$ cat src/rtl/core/pfre_pkg.sv
// Shared types, codes and constants of the page framebuffer refresh engine.
// Used by the command queue, the front and back ends and the top level.
package pfre_pkg;

  localparam int MAX_FRAME_BYTES = 2048;
  localparam int ADDR_W          = $clog2(MAX_FRAME_BYTES);
  localparam int IDX_W           = 12;
  localparam int CMDQ_DEPTH      = 2;
  localparam int CMDQ_PTR_W      = $clog2(CMDQ_DEPTH);
  localparam int CFG_ADDR_W      = 4;
  localparam int CFG_DATA_W      = 32;

  localparam logic [IDX_W-1:0] MAX_IDX = IDX_W'(MAX_FRAME_BYTES);

  localparam logic [1:0] REG_WIDTH  = 2'd0;
  localparam logic [1:0] REG_HEIGHT = 2'd1;
  localparam logic [1:0] REG_OFFSET = 2'd2;

  localparam logic [7:0] PAGE_CMD   = 8'hB0;
  localparam logic [7:0] HIGH_CMD   = 8'h10;
  localparam logic [7:0] BYTE_BLACK = 8'h00;
  localparam logic [7:0] BYTE_WHITE = 8'hFF;

  typedef enum logic [1:0] {
    OP_PIXEL,
    OP_FILL,
    OP_REFRESH,
    OP_TICK
  } op_t;

  typedef enum logic [1:0] {
    ST_OK,
    ST_RANGE,
    ST_BUSY,
    ST_IDLE
  } status_t;

  typedef enum logic [1:0] {
    CMD_RESULT,
    CMD_PIXEL,
    CMD_FILL,
    CMD_DATA
  } cmd_kind_t;

  typedef struct packed {
    status_t    status;
    logic       byte_valid;
    logic [7:0] out_byte;
    logic       is_data;
    logic       last_byte;
  } res_t;

  typedef struct packed {
    cmd_kind_t         kind;
    res_t              res;
    logic [ADDR_W-1:0] addr;
    logic [2:0]        bit_sel;
    logic              color;
    logic              oob;
  } cmd_t;

  function automatic logic [2:0] size_log2(input logic [1:0] code);
    logic [2:0] lg;
    unique case (code)
      2'd0:    lg = 3'd5;
      2'd1:    lg = 3'd6;
      default: lg = 3'd7;
    endcase
    return lg;
  endfunction

endpackage

$ cat src/rtl/core/pfre_cmd_fifo.sv
// Short command queue between the front end and the back end.
// Depends on pfre_pkg for the command type and the queue depth.
module pfre_cmd_fifo (
  input  logic           clk,
  input  logic           rst_n,
  input  logic           wr_en,
  input  pfre_pkg::cmd_t wr_cmd,
  output logic           full,
  input  logic           rd_en,
  output pfre_pkg::cmd_t rd_cmd,
  output logic           empty
);

  pfre_pkg::cmd_t                      q_r [pfre_pkg::CMDQ_DEPTH];
  logic [pfre_pkg::CMDQ_PTR_W-1:0]     wr_ptr_r;
  logic [pfre_pkg::CMDQ_PTR_W-1:0]     rd_ptr_r;
  logic [pfre_pkg::CMDQ_PTR_W:0]       count_r;
  logic [pfre_pkg::CMDQ_PTR_W-1:0]     wr_ptr_nxt;
  logic [pfre_pkg::CMDQ_PTR_W-1:0]     rd_ptr_nxt;

  localparam logic [pfre_pkg::CMDQ_PTR_W-1:0] PTR_LAST =
    pfre_pkg::CMDQ_PTR_W'(pfre_pkg::CMDQ_DEPTH - 1);
  localparam logic [pfre_pkg::CMDQ_PTR_W:0] COUNT_FULL =
    (pfre_pkg::CMDQ_PTR_W + 1)'(pfre_pkg::CMDQ_DEPTH);

  assign full   = (count_r == COUNT_FULL);
  assign empty  = (count_r == '0);
  assign rd_cmd = q_r[rd_ptr_r];

  assign wr_ptr_nxt = (wr_ptr_r == PTR_LAST) ? '0 : wr_ptr_r + 1'b1;
  assign rd_ptr_nxt = (rd_ptr_r == PTR_LAST) ? '0 : rd_ptr_r + 1'b1;

  always_ff @(posedge clk) begin
    if (wr_en) begin
      q_r[wr_ptr_r] <= wr_cmd;
    end
  end

  always_ff @(posedge clk) begin
    if (!rst_n) begin
      wr_ptr_r <= '0;
      rd_ptr_r <= '0;
      count_r  <= '0;
    end else begin
      if (wr_en) begin
        wr_ptr_r <= wr_ptr_nxt;
      end
      if (rd_en) begin
        rd_ptr_r <= rd_ptr_nxt;
      end
      if (wr_en && !rd_en) begin
        count_r <= count_r + 1'b1;
      end else if (rd_en && !wr_en) begin
        count_r <= count_r - 1'b1;
      end
    end
  end

endmodule

$ cat config.mk
export PLATFORM = sky130hd
export DESIGN_NAME = pfre_cmd_fifo
export DESIGN_NICKNAME = d
export VERILOG_FILES = /design/src/rtl/core/pfre_pkg.sv /design/src/rtl/core/pfre_cmd_fifo.sv
export SDC_FILE = /design/constraint.sdc
export NUM_CORES = 1
export LEC_CHECK = 0
export BUFFER_PORTS_ARGS = -buffer_cell sky130_fd_sc_hd__buf_4
export CAP_MARGIN = 20
export CORE_UTILIZATION = 30
export CTS_BUF_LIST = sky130_fd_sc_hd__clkbuf_8
export DETAILED_ROUTE_END_ITERATION = 8
export GPL_TIMING_DRIVEN = 1
export PLACE_DENSITY = 0.5
export SLEW_MARGIN = 20
export SYNTH_ARGS = -nofsm -noshare
export SYNTH_HDL_FRONTEND = slang
export SYNTH_SLANG_ARGS = --single-unit
$ cat constraint.sdc
create_clock -name clk -period 2.43 [get_ports clk]
set_clock_uncertainty 0.05 [all_clocks]
set_input_delay 0.243 -clock clk [delete_from_list [all_inputs] [get_ports clk]]
set_output_delay 0.243 -clock clk [all_outputs]
set_load 0.02 [all_outputs]
==> flow_summary.json <==
{
  "cts_buffers": 9,
  "start_kind": "register",
  "clockPowerShare_pct": 30.3,
  "reg2regPathDepth": 2,
  "dr.pass1.iters": 4,
  "place_inst": 287,
  "synth_area_mm2": 0.002445,
  "area_delta_synth_final_pct": 32.96,
  "n_fill_cell": 727,
  "grt_pass1_vias": 1412,
  "grt_max_degree": 32,
  "yosysUniqueCellTypes": 16,
  "postRouteWirelength_um": 4448,
  "hold_depth": 1,
  "clk_path_buf_depth": 2,
  "place.gp.congestion": 0.7121,
  "die_h_um": 92.28,
  "tightest_slew_ns": 0.4373,
  "maxCapViolCount": 0,
  "nNetsFinal": 232,
  "synth_nets": 154,
  "hold_class": "input pin to register",
  "die_w_um": 92.28,
  "worstSetupEndpointType": "output port",
  "insertion_delay_ns": 0.32,
  "ys.warnings.count": 0,
  "cts_sinks": 67,
  "syn_inst": 118,
  "globalRoute.totalOverflow": 0,
  "crit_fanout": 31,
  "switching_share_pct": 24.20,
  "worstPathRequired_ns": 2.14,
  "drc": 0,
  "status": "complete, no violations",
  "vias": 1304,
  "path_clk_slew_ns": 0.07,
  "ctsRootBufferMaster": "clkbuf_8",
  "hold_buffers": 0,
  "setup_tns_ns": 0,
  "drt_iter0_markers": 42,
  "finalNonFillerCells": 303,
  "vias_per_cell": 4.304,
  "core-area_mm2": 0.007807,
  "layout_common_cells": "buf_4, edfxtp_1, mux2_2, clkbuf_8, dfxtp_1",
  "setup_violations": 0,
  "post_cts_resized": 0,
  "final_common_cell": "buf_4",
  "placed_cell_area_mm2": 0.003090,
  "finalHoldViolCount": 0,
  "slew_violations": 0,
  "diodes": 0,
  "power_switching_w": 0.0005952,
  "fmaxAchievable_mhz": 528.9,
  "post_cts_buffers": 0,
  "drtAntennaViolNets": 0,
  "die-area_mm2": 0.008515,
  "num_rows": 32,
  "grt_first_pass_wirelength_um": 7189,
  "seq_area_frac_synth_pct": 80.25,
  "design_area_mm2": 0.003251,
  "p_per_area_mw_per_mm2": 756.7,
  "drive_gt1_share_pct": 57.21,
  "comb_power_share_pct": 14.9,
  "seq_power_share_pct": 54.8,
  "routedWlPerCell_um": 14.68,
  "portBuffers": 67,
  "p_leak_nw": 1.222,
  "min_period_ns": 1.891,
  "grt_use_total_pct": 11.55,
  "rsz0062_at_grt": "no",
  "path_class": "register to output port",
  "avgSynthCellArea_um2": 20.72,
  "htreeDepth": 3,
  "dpl.hpwl_um": 2943,
  "irDropWorstVdd_uv": 354.3,
  "antenna_found_initial": 0,
  "cts_tree": "yes",
  "start_util_pct": 31.31,
  "period_share_pct": 77.81,
  "relSlewSlack_pct": 70.85,
  "pin_count": 68,
  "worst_ep_arrival_time_ns": 1.60,
  "synth_seq_cells": 67,
  "finalPower_w": 0.002460,
  "p_int_w": 0.001864
}
==> area by class of cell <==
type	count	area (µm²)	share of cell area (%)
clock buffers	9	123.9	3.811
repair buffers	70	525.5	16.17
flip-flops and latches	67	1962	60.35
clock inverters	7	36.28	1.116
inverters	1	3.754	0.1155
multi-input cells	47	471.7	14.51
well taps	102	127.6	3.926
==> cells in the mapped netlist <==
master	instances	area share (%)
a21boi_1	1	0.31
and2_1	4	1.0
and2b_2	1	0.36
buf_2	3	0.61
dfxtp_1	5	4.1
edfxtp_1	62	76
ha_1	1	0.51
inv_1	1	0.15
mux2_2	31	14
nor2_1	1	0.15
nor2b_1	2	0.51
o21a_1	1	0.31
o21ai_0	1	0.20
or3_1	1	0.26
xnor2_1	1	0.36
xor2_1	2	0.72
==> metrics by stage <==
| stage | setup WS (ns) | hold WS (ns) | util, % |
|---|---|---|---|
| floorplan | 0.2233 | 0.2919 | - |
| detailed placement | 0.8722 | 0.3810 | 39.58 |
| CTS | 0.5061 | 0.02859 | 41.63 |
| finish | 0.5392 | 0.04545 | 41.63 |
| global placement | 0.8803 | 0.3785 | 39.58 |
| global route | 0.4386 | 0.02868 | 41.63 |
==> power groups by stage <==
stage	Clock [W]	Combinational [W]	Sequential, W
after floorplan	0	0.000203	0.00137
after global placement	0	0.000368	0.00137
after detailed placement	0	0.000374	0.00137
after CTS	0.000771	0.000376	0.00135
after global routing	0.000820	0.000394	0.00135
final	0.000746	0.000367	0.00135
==> worst paths after layout <==
path	start	to	slack, ns
hold reg to reg	count_r[1]$_SDFFE_PN0P_	count_r[1]$_SDFFE_PN0P_	0.47
hold / removal	wr_cmd[29]	q_r[0][29]$_DFFE_PP_	0.05
setup / recovery	register	rd_cmd[23]	0.54
setup reg to reg	wr_ptr_r$_SDFFE_PN0P_	q_r[0][5]$_DFFE_PP_	0.97
==> registers in the layout, summed over array words and instances, names as in the netlist, named ones only <==
register	cells
q_r	62
count_r	2
rd_ptr_r	1
wr_ptr_r	1
==> logic make-up (layout without fill, tap and decap cells) <==
group | count (synthesis) | after routing | synth area share [%]
AND/OR/NAND/NOR | 9 | 9 | 2.303
buffers and inverters | 4 | 87 | 0.7673
adder cells (fa/ha/maj) | 1 | 1 | 0.5117
multiplexers | 31 | 31 | 14.28
XOR/XNOR | 3 | 3 | 1.075
flip-flops | 67 | 67 | 80.25
AO/OA/AOI/OAI | 3 | 3 | 0.8189
==> worst max-delay path, stage by stage (launching register included) <==
cell     delay, ns
dfxtp_1       0.31
buf_4         0.38
mux2_2        0.42
buf_4         0.17
==> metal layers <==
metal / share of wire (%) / vias up / track usage (%)
li1: - / 612 / -
met1: 43 / 639 / 14.27
met2: 50 / 43 / 18.53
met3: 4.4 / 10 / 3.400
met4: 1.7 / 0 / 5.469
met5: 0 / - / 0
No activity file was read; power rests on OpenSTA's default activity.
