File: config.mk
export PLATFORM = sky130hd
export DESIGN_NAME = pfre_front
export DESIGN_NICKNAME = d
export VERILOG_FILES = /design/src/rtl/core/pfre_pkg.sv /design/src/rtl/core/pfre_front.sv
export SDC_FILE = /design/constraint.sdc
export NUM_CORES = 1
export LEC_CHECK = 0
export CORE_ASPECT_RATIO = 0.8
export CORE_MARGIN = 1.5
export CORE_UTILIZATION = 40
export DETAILED_ROUTE_END_ITERATION = 12
export DONT_BUFFER_PORTS = 1
export SLEW_MARGIN = 20
export SYNTH_ARGS = -nofsm -noshare
export SYNTH_HDL_FRONTEND = slang
export SYNTH_SLANG_ARGS = --single-unit
File: constraint.sdc
create_clock -name clk -period 2.4 [get_ports clk]
set_clock_uncertainty 0.1 [all_clocks]
set_input_delay 0.12 -clock clk [delete_from_list [all_inputs] [get_ports clk]]
set_output_delay 0.12 -clock clk [all_outputs]
set_load 0.02 [all_outputs]
File: src/rtl/core/pfre_pkg.sv
// Shared types, codes and constants of the page framebuffer refresh engine.
// Used by the command queue, the front and back ends and the top level.
package pfre_pkg;

  localparam int MAX_FRAME_BYTES = 2048;
  localparam int ADDR_W          = $clog2(MAX_FRAME_BYTES);
  localparam int IDX_W           = 12;
  localparam int CMDQ_DEPTH      = 2;
  localparam int CMDQ_PTR_W      = $clog2(CMDQ_DEPTH);
  localparam int CFG_ADDR_W      = 4;
  localparam int CFG_DATA_W      = 32;

  localparam logic [IDX_W-1:0] MAX_IDX = IDX_W'(MAX_FRAME_BYTES);

  localparam logic [1:0] REG_WIDTH  = 2'd0;
  localparam logic [1:0] REG_HEIGHT = 2'd1;
  localparam logic [1:0] REG_OFFSET = 2'd2;

  localparam logic [7:0] PAGE_CMD   = 8'hB0;
  localparam logic [7:0] HIGH_CMD   = 8'h10;
  localparam logic [7:0] BYTE_BLACK = 8'h00;
  localparam logic [7:0] BYTE_WHITE = 8'hFF;

  typedef enum logic [1:0] {
    OP_PIXEL,
    OP_FILL,
    OP_REFRESH,
    OP_TICK
  } op_t;

  typedef enum logic [1:0] {
    ST_OK,
    ST_RANGE,
    ST_BUSY,
    ST_IDLE
  } status_t;

  typedef enum logic [1:0] {
    CMD_RESULT,
    CMD_PIXEL,
    CMD_FILL,
    CMD_DATA
  } cmd_kind_t;

  typedef struct packed {
    status_t    status;
    logic       byte_valid;
    logic [7:0] out_byte;
    logic       is_data;
    logic       last_byte;
  } res_t;

  typedef struct packed {
    cmd_kind_t         kind;
    res_t              res;
    logic [ADDR_W-1:0] addr;
    logic [2:0]        bit_sel;
    logic              color;
    logic              oob;
  } cmd_t;

  function automatic logic [2:0] size_log2(input logic [1:0] code);
    logic [2:0] lg;
    unique case (code)
      2'd0:    lg = 3'd5;
      2'd1:    lg = 3'd6;
      default: lg = 3'd7;
    endcase
    return lg;
  endfunction

endpackage

File: src/rtl/core/pfre_front.sv
// Front end: accepts requests, checks ranges, runs the refresh sequencer and
// turns each request into one queued command. Depends on pfre_pkg.
module pfre_front (
  input  logic           clk,
  input  logic           rst_n,
  input  logic           accept,
  input  logic [1:0]     in_op,
  input  logic [6:0]     in_pos_x,
  input  logic [6:0]     in_pos_y,
  input  logic           in_color,
  input  logic [1:0]     width_code,
  input  logic [1:0]     height_code,
  input  logic [6:0]     column_offset,
  output pfre_pkg::cmd_t cmd,
  output logic           refreshing
);

  typedef enum logic [1:0] {
    PH_PAGE,
    PH_LOW,
    PH_HIGH,
    PH_DATA
  } phase_t;

  logic                       refreshing_r, refreshing_nxt;
  logic [3:0]                 page_r, page_nxt;
  phase_t                     phase_r, phase_nxt;
  logic [6:0]                 col_r, col_nxt;

  logic [2:0]                 lw;
  logic [2:0]                 lh;
  logic [7:0]                 width;
  logic [7:0]                 height;
  logic [4:0]                 pages;
  logic [3:0]                 fill_shift;
  logic [pfre_pkg::IDX_W-1:0] pix_idx;
  logic [pfre_pkg::IDX_W-1:0] data_idx;
  logic [pfre_pkg::IDX_W-1:0] fill_n;
  logic [pfre_pkg::IDX_W-1:0] fill_last;
  logic                       pix_bad;
  logic                       col_last;
  logic                       page_last;

  assign refreshing = refreshing_r;

  always_comb begin
    lw         = pfre_pkg::size_log2(width_code);
    lh         = pfre_pkg::size_log2(height_code);
    width      = 8'd1 << lw;
    height     = 8'd1 << lh;
    pages      = 5'(height >> 3);
    pix_idx    = pfre_pkg::IDX_W'(in_pos_x) + (pfre_pkg::IDX_W'(in_pos_y[6:3]) << lw);
    pix_bad    = ({1'b0, in_pos_x} >= width) || ({1'b0, in_pos_y} >= height) ||
                 (pix_idx >= pfre_pkg::MAX_IDX);
    fill_shift = 4'(lw) + 4'(lh) - 4'd3;
    fill_n     = pfre_pkg::IDX_W'(1) << fill_shift;
    fill_last  = ((fill_n > pfre_pkg::MAX_IDX) ? pfre_pkg::MAX_IDX : fill_n) - 1'b1;
    data_idx   = pfre_pkg::IDX_W'(col_r) + (pfre_pkg::IDX_W'(page_r) << lw);
    col_last   = ({1'b0, col_r} == (width - 8'd1));
    page_last  = ({1'b0, page_r} == (pages - 5'd1));

    refreshing_nxt = refreshing_r;
    page_nxt       = page_r;
    phase_nxt      = phase_r;
    col_nxt        = col_r;

    cmd                = '0;
    cmd.kind           = pfre_pkg::CMD_RESULT;
    cmd.res.status     = pfre_pkg::ST_OK;
    cmd.color          = in_color;

    if ((in_op != pfre_pkg::OP_TICK) && refreshing_r) begin
      cmd.res.status = pfre_pkg::ST_BUSY;
    end else begin
      unique case (pfre_pkg::op_t'(in_op))
        pfre_pkg::OP_PIXEL: begin
          if (pix_bad) begin
            cmd.res.status = pfre_pkg::ST_RANGE;
          end else begin
            cmd.kind    = pfre_pkg::CMD_PIXEL;
            cmd.addr    = pix_idx[pfre_pkg::ADDR_W-1:0];
            cmd.bit_sel = in_pos_y[2:0];
          end
        end
        pfre_pkg::OP_FILL: begin
          cmd.kind = pfre_pkg::CMD_FILL;
          cmd.addr = fill_last[pfre_pkg::ADDR_W-1:0];
        end
        pfre_pkg::OP_REFRESH: begin
          refreshing_nxt = 1'b1;
          page_nxt       = '0;
          phase_nxt      = PH_PAGE;
          col_nxt        = '0;
        end
        default: begin
          if (!refreshing_r) begin
            cmd.res.status = pfre_pkg::ST_IDLE;
          end else begin
            cmd.res.byte_valid = 1'b1;
            unique case (phase_r)
              PH_PAGE: begin
                cmd.res.out_byte = pfre_pkg::PAGE_CMD + {4'b0, page_r};
                phase_nxt        = PH_LOW;
              end
              PH_LOW: begin
                cmd.res.out_byte = {4'b0, column_offset[3:0]};
                phase_nxt        = PH_HIGH;
              end
              PH_HIGH: begin
                cmd.res.out_byte = pfre_pkg::HIGH_CMD | {5'b0, column_offset[6:4]};
                phase_nxt        = PH_DATA;
                col_nxt          = '0;
              end
              default: begin
                cmd.kind        = pfre_pkg::CMD_DATA;
                cmd.res.is_data = 1'b1;
                cmd.addr        = data_idx[pfre_pkg::ADDR_W-1:0];
                cmd.oob         = (data_idx >= pfre_pkg::MAX_IDX);
                if (col_last) begin
                  col_nxt   = '0;
                  phase_nxt = PH_PAGE;
                  if (page_last) begin
                    cmd.res.last_byte = 1'b1;
                    refreshing_nxt    = 1'b0;
                    page_nxt          = '0;
                  end else begin
                    page_nxt = page_r + 4'd1;
                  end
                end else begin
                  col_nxt = col_r + 7'd1;
                end
              end
            endcase
          end
        end
      endcase
    end
  end

  always_ff @(posedge clk) begin
    if (!rst_n) begin
      refreshing_r <= 1'b0;
      page_r       <= '0;
      phase_r      <= PH_PAGE;
      col_r        <= '0;
    end else if (accept) begin
      refreshing_r <= refreshing_nxt;
      page_r       <= page_nxt;
      phase_r      <= phase_nxt;
      col_r        <= col_nxt;
    end
  end

endmodule

==> results of run 1 <==
==> where the power goes <==
part | internal (mW) | leakage (nW) | switching, mW | total, mW
clock network | 0.111 | 0.0216 | 0.0861 | 0.197
registers | 0.235 | 0.113 | 0.00364 | 0.239
logic | 0.122 | 0.871 | 0.165 | 0.287
total | 0.469 | 1.01 | 0.255 | 0.723
==> flip-flops by register name, summed over array words and instances (netlist names) <==
signal and flops:
phase_r 2, page_r 4, col_r 7, refreshing 1
==> metal layers <==
| layer | vias up | part of all wire (%) |
|---|---|---|
| met5 | - | 0 |
| met4 | 0 | 0.49 |
| met3 | 4 | 7.8 |
| met2 | 80 | 43 |
| met1 | 1092 | 48 |
| li1 | 1136 | - |
==> layout by cell type (no fill, tap or decap), types with 2 or more instances in the layout <==
master	instances
sky130_fd_sc_hd__a31oi_1	4
sky130_fd_sc_hd__a211oi_1	6
sky130_fd_sc_hd__a32oi_1	2
sky130_fd_sc_hd__and3_1	8
sky130_fd_sc_hd__mux2i_1	4
sky130_fd_sc_hd__nand3b_1	4
sky130_fd_sc_hd__o31ai_1	4
sky130_fd_sc_hd__mux2_2	4
sky130_fd_sc_hd__nor2_1	23
sky130_fd_sc_hd__clkbuf_8	3
sky130_fd_sc_hd__o211ai_1	5
sky130_fd_sc_hd__nand3_1	11
sky130_fd_sc_hd__nor2b_1	6
sky130_fd_sc_hd__xor2_1	5
sky130_fd_sc_hd__o22a_1	2
sky130_fd_sc_hd__a21oi_1	20
sky130_fd_sc_hd__a21o_1	4
sky130_fd_sc_hd__a211oi_4	2
sky130_fd_sc_hd__nand2b_1	6
sky130_fd_sc_hd__o41ai_1	2
sky130_fd_sc_hd__or2_2	3
sky130_fd_sc_hd__a21boi_0	9
sky130_fd_sc_hd__or4_1	2
sky130_fd_sc_hd__nor3b_4	2
sky130_fd_sc_hd__a222oi_1	3
sky130_fd_sc_hd__o21a_1	2
sky130_fd_sc_hd__nand4b_1	2
sky130_fd_sc_hd__and2_1	5
sky130_fd_sc_hd__a22oi_1	2
sky130_fd_sc_hd__ha_1	22
sky130_fd_sc_hd__and3b_1	2
sky130_fd_sc_hd__nor3_1	4
sky130_fd_sc_hd__xnor2_1	7
sky130_fd_sc_hd__buf_4	29
sky130_fd_sc_hd__conb_1	5
sky130_fd_sc_hd__inv_1	14
sky130_fd_sc_hd__dfxtp_1	13
sky130_fd_sc_hd__o21ai_0	17
sky130_fd_sc_hd__nand2_1	22
==> path summary, 6_finish.rpt <==
| path | to | slack (ns) | cells past startpoint |
|---|---|---|---|
| max | cmd[13] | 0.02 | 10 |
| min | refreshing | 0.06 | 3 |
| max reg2reg | phase_r[1] | 0.24 | 6 |
| min reg2reg | col_r[1] | 0.42 | 2 |
==> worst max-delay path, cell delays in order (launching register included) <==
cell	delay [ns]
sky130_fd_sc_hd__dfxtp_2	0.34
sky130_fd_sc_hd__mux2i_1	0.13
sky130_fd_sc_hd__nor2_1	0.06
sky130_fd_sc_hd__ha_1	0.34
sky130_fd_sc_hd__nor2b_4	0.15
sky130_fd_sc_hd__o221ai_2	0.17
sky130_fd_sc_hd__buf_4	0.16
sky130_fd_sc_hd__xor2_1	0.13
sky130_fd_sc_hd__nand2_1	0.07
sky130_fd_sc_hd__a31oi_1	0.19
sky130_fd_sc_hd__buf_4	0.17
==> kinds of logic after synthesis <==
kind of cell	Yosys count
adders and majority gates	24
DFF	14
other	2
buffers and inverters	35
and+or+nand+nor	106
xor gates and xnor gates	12
AOI/OAI and AO/OA	100
muxes	8
==> final cells by class <==
class / count / area share (%)
diodes: 1 / 0.0975
clock buffers: 3 / 1.61
inverters: 15 / 2.19
multi-input cells: 255 / 73.1
flip-flops and latches: 14 / 11.0
well taps: 65 / 3.17
repair buffers: 30 / 8.87
==> what timing repair did <==
item	in CTS	in global routing
hold endpoints to repair	14	0
pin swaps	1	3
gates cloned	0	0
resized for setup	4	4
endpoints found under the setup margin	2	7
hold buffers	1	0
==> results.md, run 1 <==
- Status: complete, no violations
- EDFF count, synth: 0
- Multiplexer fraction of the synthesized cell area: 3.82%
- Async S/R FF share, synth: 0%
- Clock latency reported for the late side of the worst-skew pair: 0.25 ns
- Final Cycle Share: 99.2%
- Final Wtd Congestion: 0.849
- I/O pins: 63
- Critical path startpoint: page_r[0]
- Type of origin of the critical path: flop
- Site Rows: 24
- Routed via count: 2312
- Worst slew margin: 49.7%
- Slew Viols, Final: 0
- Worst hold slack after final layout: 0.0639 ns
- Cells taking the most area after synthesis: sky130_fd_sc_hd__dfxtp_1 13%, sky130_fd_sc_hd__ha_1 12%, sky130_fd_sc_hd__a21oi_1 4.7%, sky130_fd_sc_hd__o21ai_0 4.0%, sky130_fd_sc_hd__nand2_1 3.9%
- Combinational family with the most area after synthesis: compound AO/OA/AOI/OAI gates
- Initial DRC Count: 154
- Cell type with the largest total area after synthesis: sky130_fd_sc_hd__dfxtp_1
- GRT met2 Usage: 31.5%
- Half-perimeter wire length after placement: 4.90 mm
- TritonRoute pass-1 iters: 6
- P_leak: 1.01 nW
- Final Util: 47.5%
- Layout Cell Area excl Fill: 0.00257 mm²
- Kind of capture point of the worst setup path: output port
- Worst hold-check path type: in2reg
- Synth-to-layout area growth: 15.3%
- Worst setup margin: 0.0187 ns
- Met3 routing resource usage after global routing: 5.00%
- Count of endpoints failing hold in the final timing report: 0
- Number of setup buffers added after CTS: 0
- Horizontal die dimension: 86.4 µm
- Antenna violation net count after detailed routing: 0
- Total Routing Usage GR: 21.2%
- Final setup viols: 0
- Core Box Area: 0.00541 mm²
- Total die area: 0.00603 mm²
- Routed wire length: 6.32 mm
- Nets: 374
- Cell Area, Placed: 0.00249 mm²
- Die boundary height: 69.7 µm
- Total chip power: 0.723 mW
- Compound-cell area share of the yosys netlist: 32.1%
- Transition at the pin with the smallest max-transition slack: 0.750 ns
- Sequential fraction of the synthesis area: 12.6%
- Clock tree sinks: 14
- Largest net degree at the start of global routing: 28
- Total power per unit cell area: 282 mW/mm²
- Clock tree from TritonCTS: done
- DR DRC count: 0
- Global-route congestion overflow total: 0
- Required time of the worst setup path: 2.18 ns
- CP Data Arrival Time: 2.16 ns
- Top post-synthesis cells by count: 23 x sky130_fd_sc_hd__nand2_1, 23 x sky130_fd_sc_hd__nor2_1, 22 x sky130_fd_sc_hd__ha_1, 21 x sky130_fd_sc_hd__a21oi_1, 18 x sky130_fd_sc_hd__o21ai_0
- Post-Syn Area per Cell: 7.40 µm²
- Placement Setup Slack: 0.0552 ns
- Synthesized-area fraction occupied by adder cells: 14.2%
- H-tree depth reported by CTS: 1
- Layout filler cell count: 536
- Average routed wire per standard cell: 16.5 µm
- Starting utilization of the core area: 41.2%
- Worst IR Drop VDD: 0.170 mV
- Vias in the first global route: 2039
- Average via count per standard cell: 6.04
- Unique cell type count in the Yosys netlist: 59
- Inst Count DP: 378
- Most crowded layer after global routing: met2
- Storage element area: 282 µm²
- Maximum Capacitance Violations: 0
- Prevailing post-synth register cell: sky130_fd_sc_hd__dfxtp_1
- Critical path start-end classification: reg2out
- Post-synthesis share of cell area spent on and, or, nand and nor gates: 25.1%
- Yosys reg bits: 14
- Biggest fanout along the worst timing path: 4
- Maximum achievable frequency: 420 MHz
- Post-layout min period: 2.38 ns
- Initial antenna violation count: 1
- HP Start: in_op[1]
- Synthesized netlist cell count: 301
- Wire length of the first global-routing pass: 10.3 mm
- Met1 track demand over resource in global routing: 31.3%
- Area of the multi-input gates: 0.00188 mm²
- Reg-to-reg startpoint: phase_r[0]
- Synthesis warning total: 0
- RSZ-0062 raised after global routing: true
- Proportion of netlist area held by the largest area contributor: 12.6%
- Clk Tree Root Cell: sky130_fd_sc_hd__clkbuf_8
- Number of I/O port buffers: 0
- Proportion of layout cells with a drive suffix above 1: 18.0%
- Summed negative setup slack over all endpoints: 0 ns
- Number of buffers added by the clock tree synthesis step: 3
- Post-Layout Cell Count: 383
- Cell Area, Synth: 0.00223 mm²
- Clk pin slew, worst setup/hold paths: 0.06 ns
- Maximum buffer depth of the clock tree: 2
- Post-synthesis share of cell area spent on xor and xnor gates: 4.72%
(Power assumes the default switching activity.)
==> run 2: changes to the inputs <==
- clock period: 2.4 -> 2.95 ns (I/O delays scaled with it)
==> results.md, run 2 (synthesis gave the netlist of run 1 again) <==
- Status: complete, no violations
- Reg-to-reg startpoint: phase_r[0]
- Register-to-register setup slack: 0.44 ns (+0.20 ns)
- Area of the multi-input gates: 0.00180 mm² (-4.1%)
- Proportion of layout cells with a drive suffix above 1: 9.33% (-8.6 points)
- Crit path cell chain: nand2_1, fa_1, nor2b_1, o221ai_1, a2111oi_0, a21oi_1, a31oi_1, buf_4
- Total power per unit cell area: 236 mW/mm² (-16%)
- Cell at the slowest stage of the critical path: sky130_fd_sc_hd__dfxtp_1
- Total die area: 0.00603 mm² (unchanged)
- Final Cycle Share: 92.7%
- Die boundary height: 69.7 µm (unchanged)
- Largest net degree at the start of global routing: 28 (unchanged)
- Maximum buffer depth of the clock tree: 2 (unchanged)
- Core Box Area: 0.00541 mm² (unchanged)
- Post-layout min period: 2.74 ns
- Crit path buf inv count: 1 (-1)
- Routed via count: 2209 (-4.5%)
- Total Routing Usage GR: 20.0% (-1.2 points)
- Average routed wire per standard cell: 16.5 µm (+0.23%)
- Average via count per standard cell: 6.05 (+0.26%)
- Required time of the worst setup path: 2.70 ns (+0.52 ns)
- Number of I/O port buffers: 0 (unchanged)
- Worst IR Drop VDD: 0.0765 mV (-55%)
- Number of setup buffers added after CTS: 0 (unchanged)
- Gate family responsible for the most delay along the worst path: compound AO/OA/AOI/OAI gates
- DR DRC count: 0 (unchanged)
- Slew Viols, Final: 0 (unchanged)
- Site Rows: 24 (unchanged)
- Initial DRC Count: 174 (+13%)
- Final setup viols: 0 (unchanged)
- End of the critical path: cmd[15]
- Antenna violation net count after detailed routing: 0 (unchanged)
- Layout filler cell count: 556 (+3.7%)
- Number of buffers added by the clock tree synthesis step: 3 (unchanged)
- Terminus of the critical flop-to-flop path: col_r[2]
- Amount of wire on met3 after detailed routing: 365 µm (-26%)
- Routed wire length on met2: 2.66 mm (-2.9%)
- Critical path startpoint: page_r[0]
- Initial antenna violation count: 0 (-1)
- Max reg flops: 7 (unchanged)
- Most frequent cells in the layout: 23 x sky130_fd_sc_hd__nor2_1, 23 x sky130_fd_sc_hd__nand2_1, 22 x sky130_fd_sc_hd__ha_1, 21 x sky130_fd_sc_hd__a21oi_1, 18 x sky130_fd_sc_hd__o21ai_0
- Wire length of the first global-routing pass: 9.74 mm (-5.6%)
- Clock tree from TritonCTS: done
- Top routing layer used: met4
- P_leak: 0.908 nW (-9.7%)
- I/O pins: 63 (unchanged)
- Synth-to-layout area growth: 5.90%
- Global-route congestion overflow total: 0 (unchanged)
- Final Util: 43.6% (-3.9 points)
- Horizontal die dimension: 86.4 µm (unchanged)
- RSZ-0062 raised after global routing: false
- Hold Buf Count CTS: 1 (unchanged)
- Final Wtd Congestion: 0.866 (+2.0%)
- TritonRoute pass-1 iters: 5 (-1)
- Total chip power: 0.557 mW (-23%)
- Worst slew margin: 44.1% (-5.6 points)
- Biggest fanout along the worst timing path: 9 (+5)
- Worst hold-check path type: in2reg
- Storage element area: 280 µm² (-0.44%)
- Antenna Diode Count: 0 (-1)
- Biggest cell delay along the critical path: 0.51 ns (+0.17 ns)
- Half-perimeter wire length after placement: 4.68 mm (-4.5%)
- Worst setup margin: 0.214 ns (+0.196 ns)
- Transition at the pin with the smallest max-transition slack: 0.835 ns (+0.0853 ns)
- Kind of capture point of the worst setup path: output port
- Post-Route M1 WL: 2.97 mm (-2.8%)
- Nets: 357 (-4.5%)
- Worst path depth: 8 (-2)
- Clock tree sinks: 14 (unchanged)
- Clk pin slew, worst setup/hold paths: 0.06 ns (about the same)
- Summed negative setup slack over all endpoints: 0 ns (unchanged)
- H-tree depth reported by CTS: 1 (unchanged)
- Starting utilization of the core area: 41.2% (unchanged)
- Critical path start-end classification: reg2out
- Vias in the first global route: 1978 (-3.0%)
- Type of origin of the critical path: flop
- Clock latency reported for the late side of the worst-skew pair: 0.25 ns (about the same)
- Count of endpoints failing hold in the final timing report: 0 (unchanged)
- CP Data Arrival Time: 2.49 ns (+0.33 ns)
- PostCTS Resize Cnt: 0 (-4)
- Depth of the most critical reg-to-reg path: 7 (+1)
- Maximum achievable frequency: 366 MHz
- Maximum Capacitance Violations: 0 (unchanged)
- Largest registers: col_r x7, page_r x4, phase_r x2
- Routed wire length: 6.04 mm (-4.5%)
- Clk Tree Root Cell: sky130_fd_sc_hd__clkbuf_8
- Register containing the most flip-flops in the final layout: col_r
- Placement Setup Slack: 0.364 ns (+0.309 ns)
[run 2: area by class of cell]
class	count	area share (%)
Sequential cell	14	11.9
Timing Repair Buffer	13	4.24
Tap cell	65	3.45
Multi-Input combinational cell	255	76.3
Inverter	15	2.39
Clock buffer	3	1.75
[run 2: worst register-to-register path, stage by stage (launching register included)]
cell and delay, ns:
sky130_fd_sc_hd__dfxtp_1 0.39, sky130_fd_sc_hd__inv_1 0.10, sky130_fd_sc_hd__ha_1 0.30, sky130_fd_sc_hd__nor4bb_1 0.34, sky130_fd_sc_hd__o211ai_1 0.40, sky130_fd_sc_hd__a211oi_1 0.53
sky130_fd_sc_hd__nand3b_1 0.12, sky130_fd_sc_hd__a21boi_0 0.16
[run 2: power by group]
part	internal [mW]	switching, mW
registers	0.191	0.00355
clock network	0.0904	0.0694
logic	0.0771	0.126
total	0.359	0.199
[run 2: per-layer routing]
| metal | track usage, % | up-vias |
|---|---|---|
| met5 | 0 | - |
| met4 | 3.41 | 0 |
| met3 | 4.76 | 4 |
| met2 | 29.7 | 58 |
| met1 | 29.5 | 1039 |
| li1 | - | 1108 |
[run 2: worst min-delay path by stage]
stage / startpoint / to / slack (ns) / cells past startpoint
floorplan: in_color / cmd[1] / 0.31 / 1
detailed placement: rst_n / col_r[0] / 0.19 / 1
global placement: rst_n / col_r[0] / 0.19 / 1
finish: in_op[0] / refreshing / 0.12 / 3
CTS: in_op[0] / refreshing / 0.10 / 3
global route: in_op[0] / refreshing / 0.13 / 3
[run 2: stage by stage]
| stage | instances | cell area, µm² | hold WS, ns |
|---|---|---|---|
| 6_report | 365 | 2360 | 0.124 |
| 3_5_place_dp | 361 | 2310 | 0.189 |
| 4_1_cts | 365 | 2360 | 0.102 |
| 2_1_floorplan | 304 | 2240 | 0.308 |
| 5_1_grt | 365 | 2360 | 0.131 |
| 3_3_place_gp | 361 | 2310 | 0.187 |
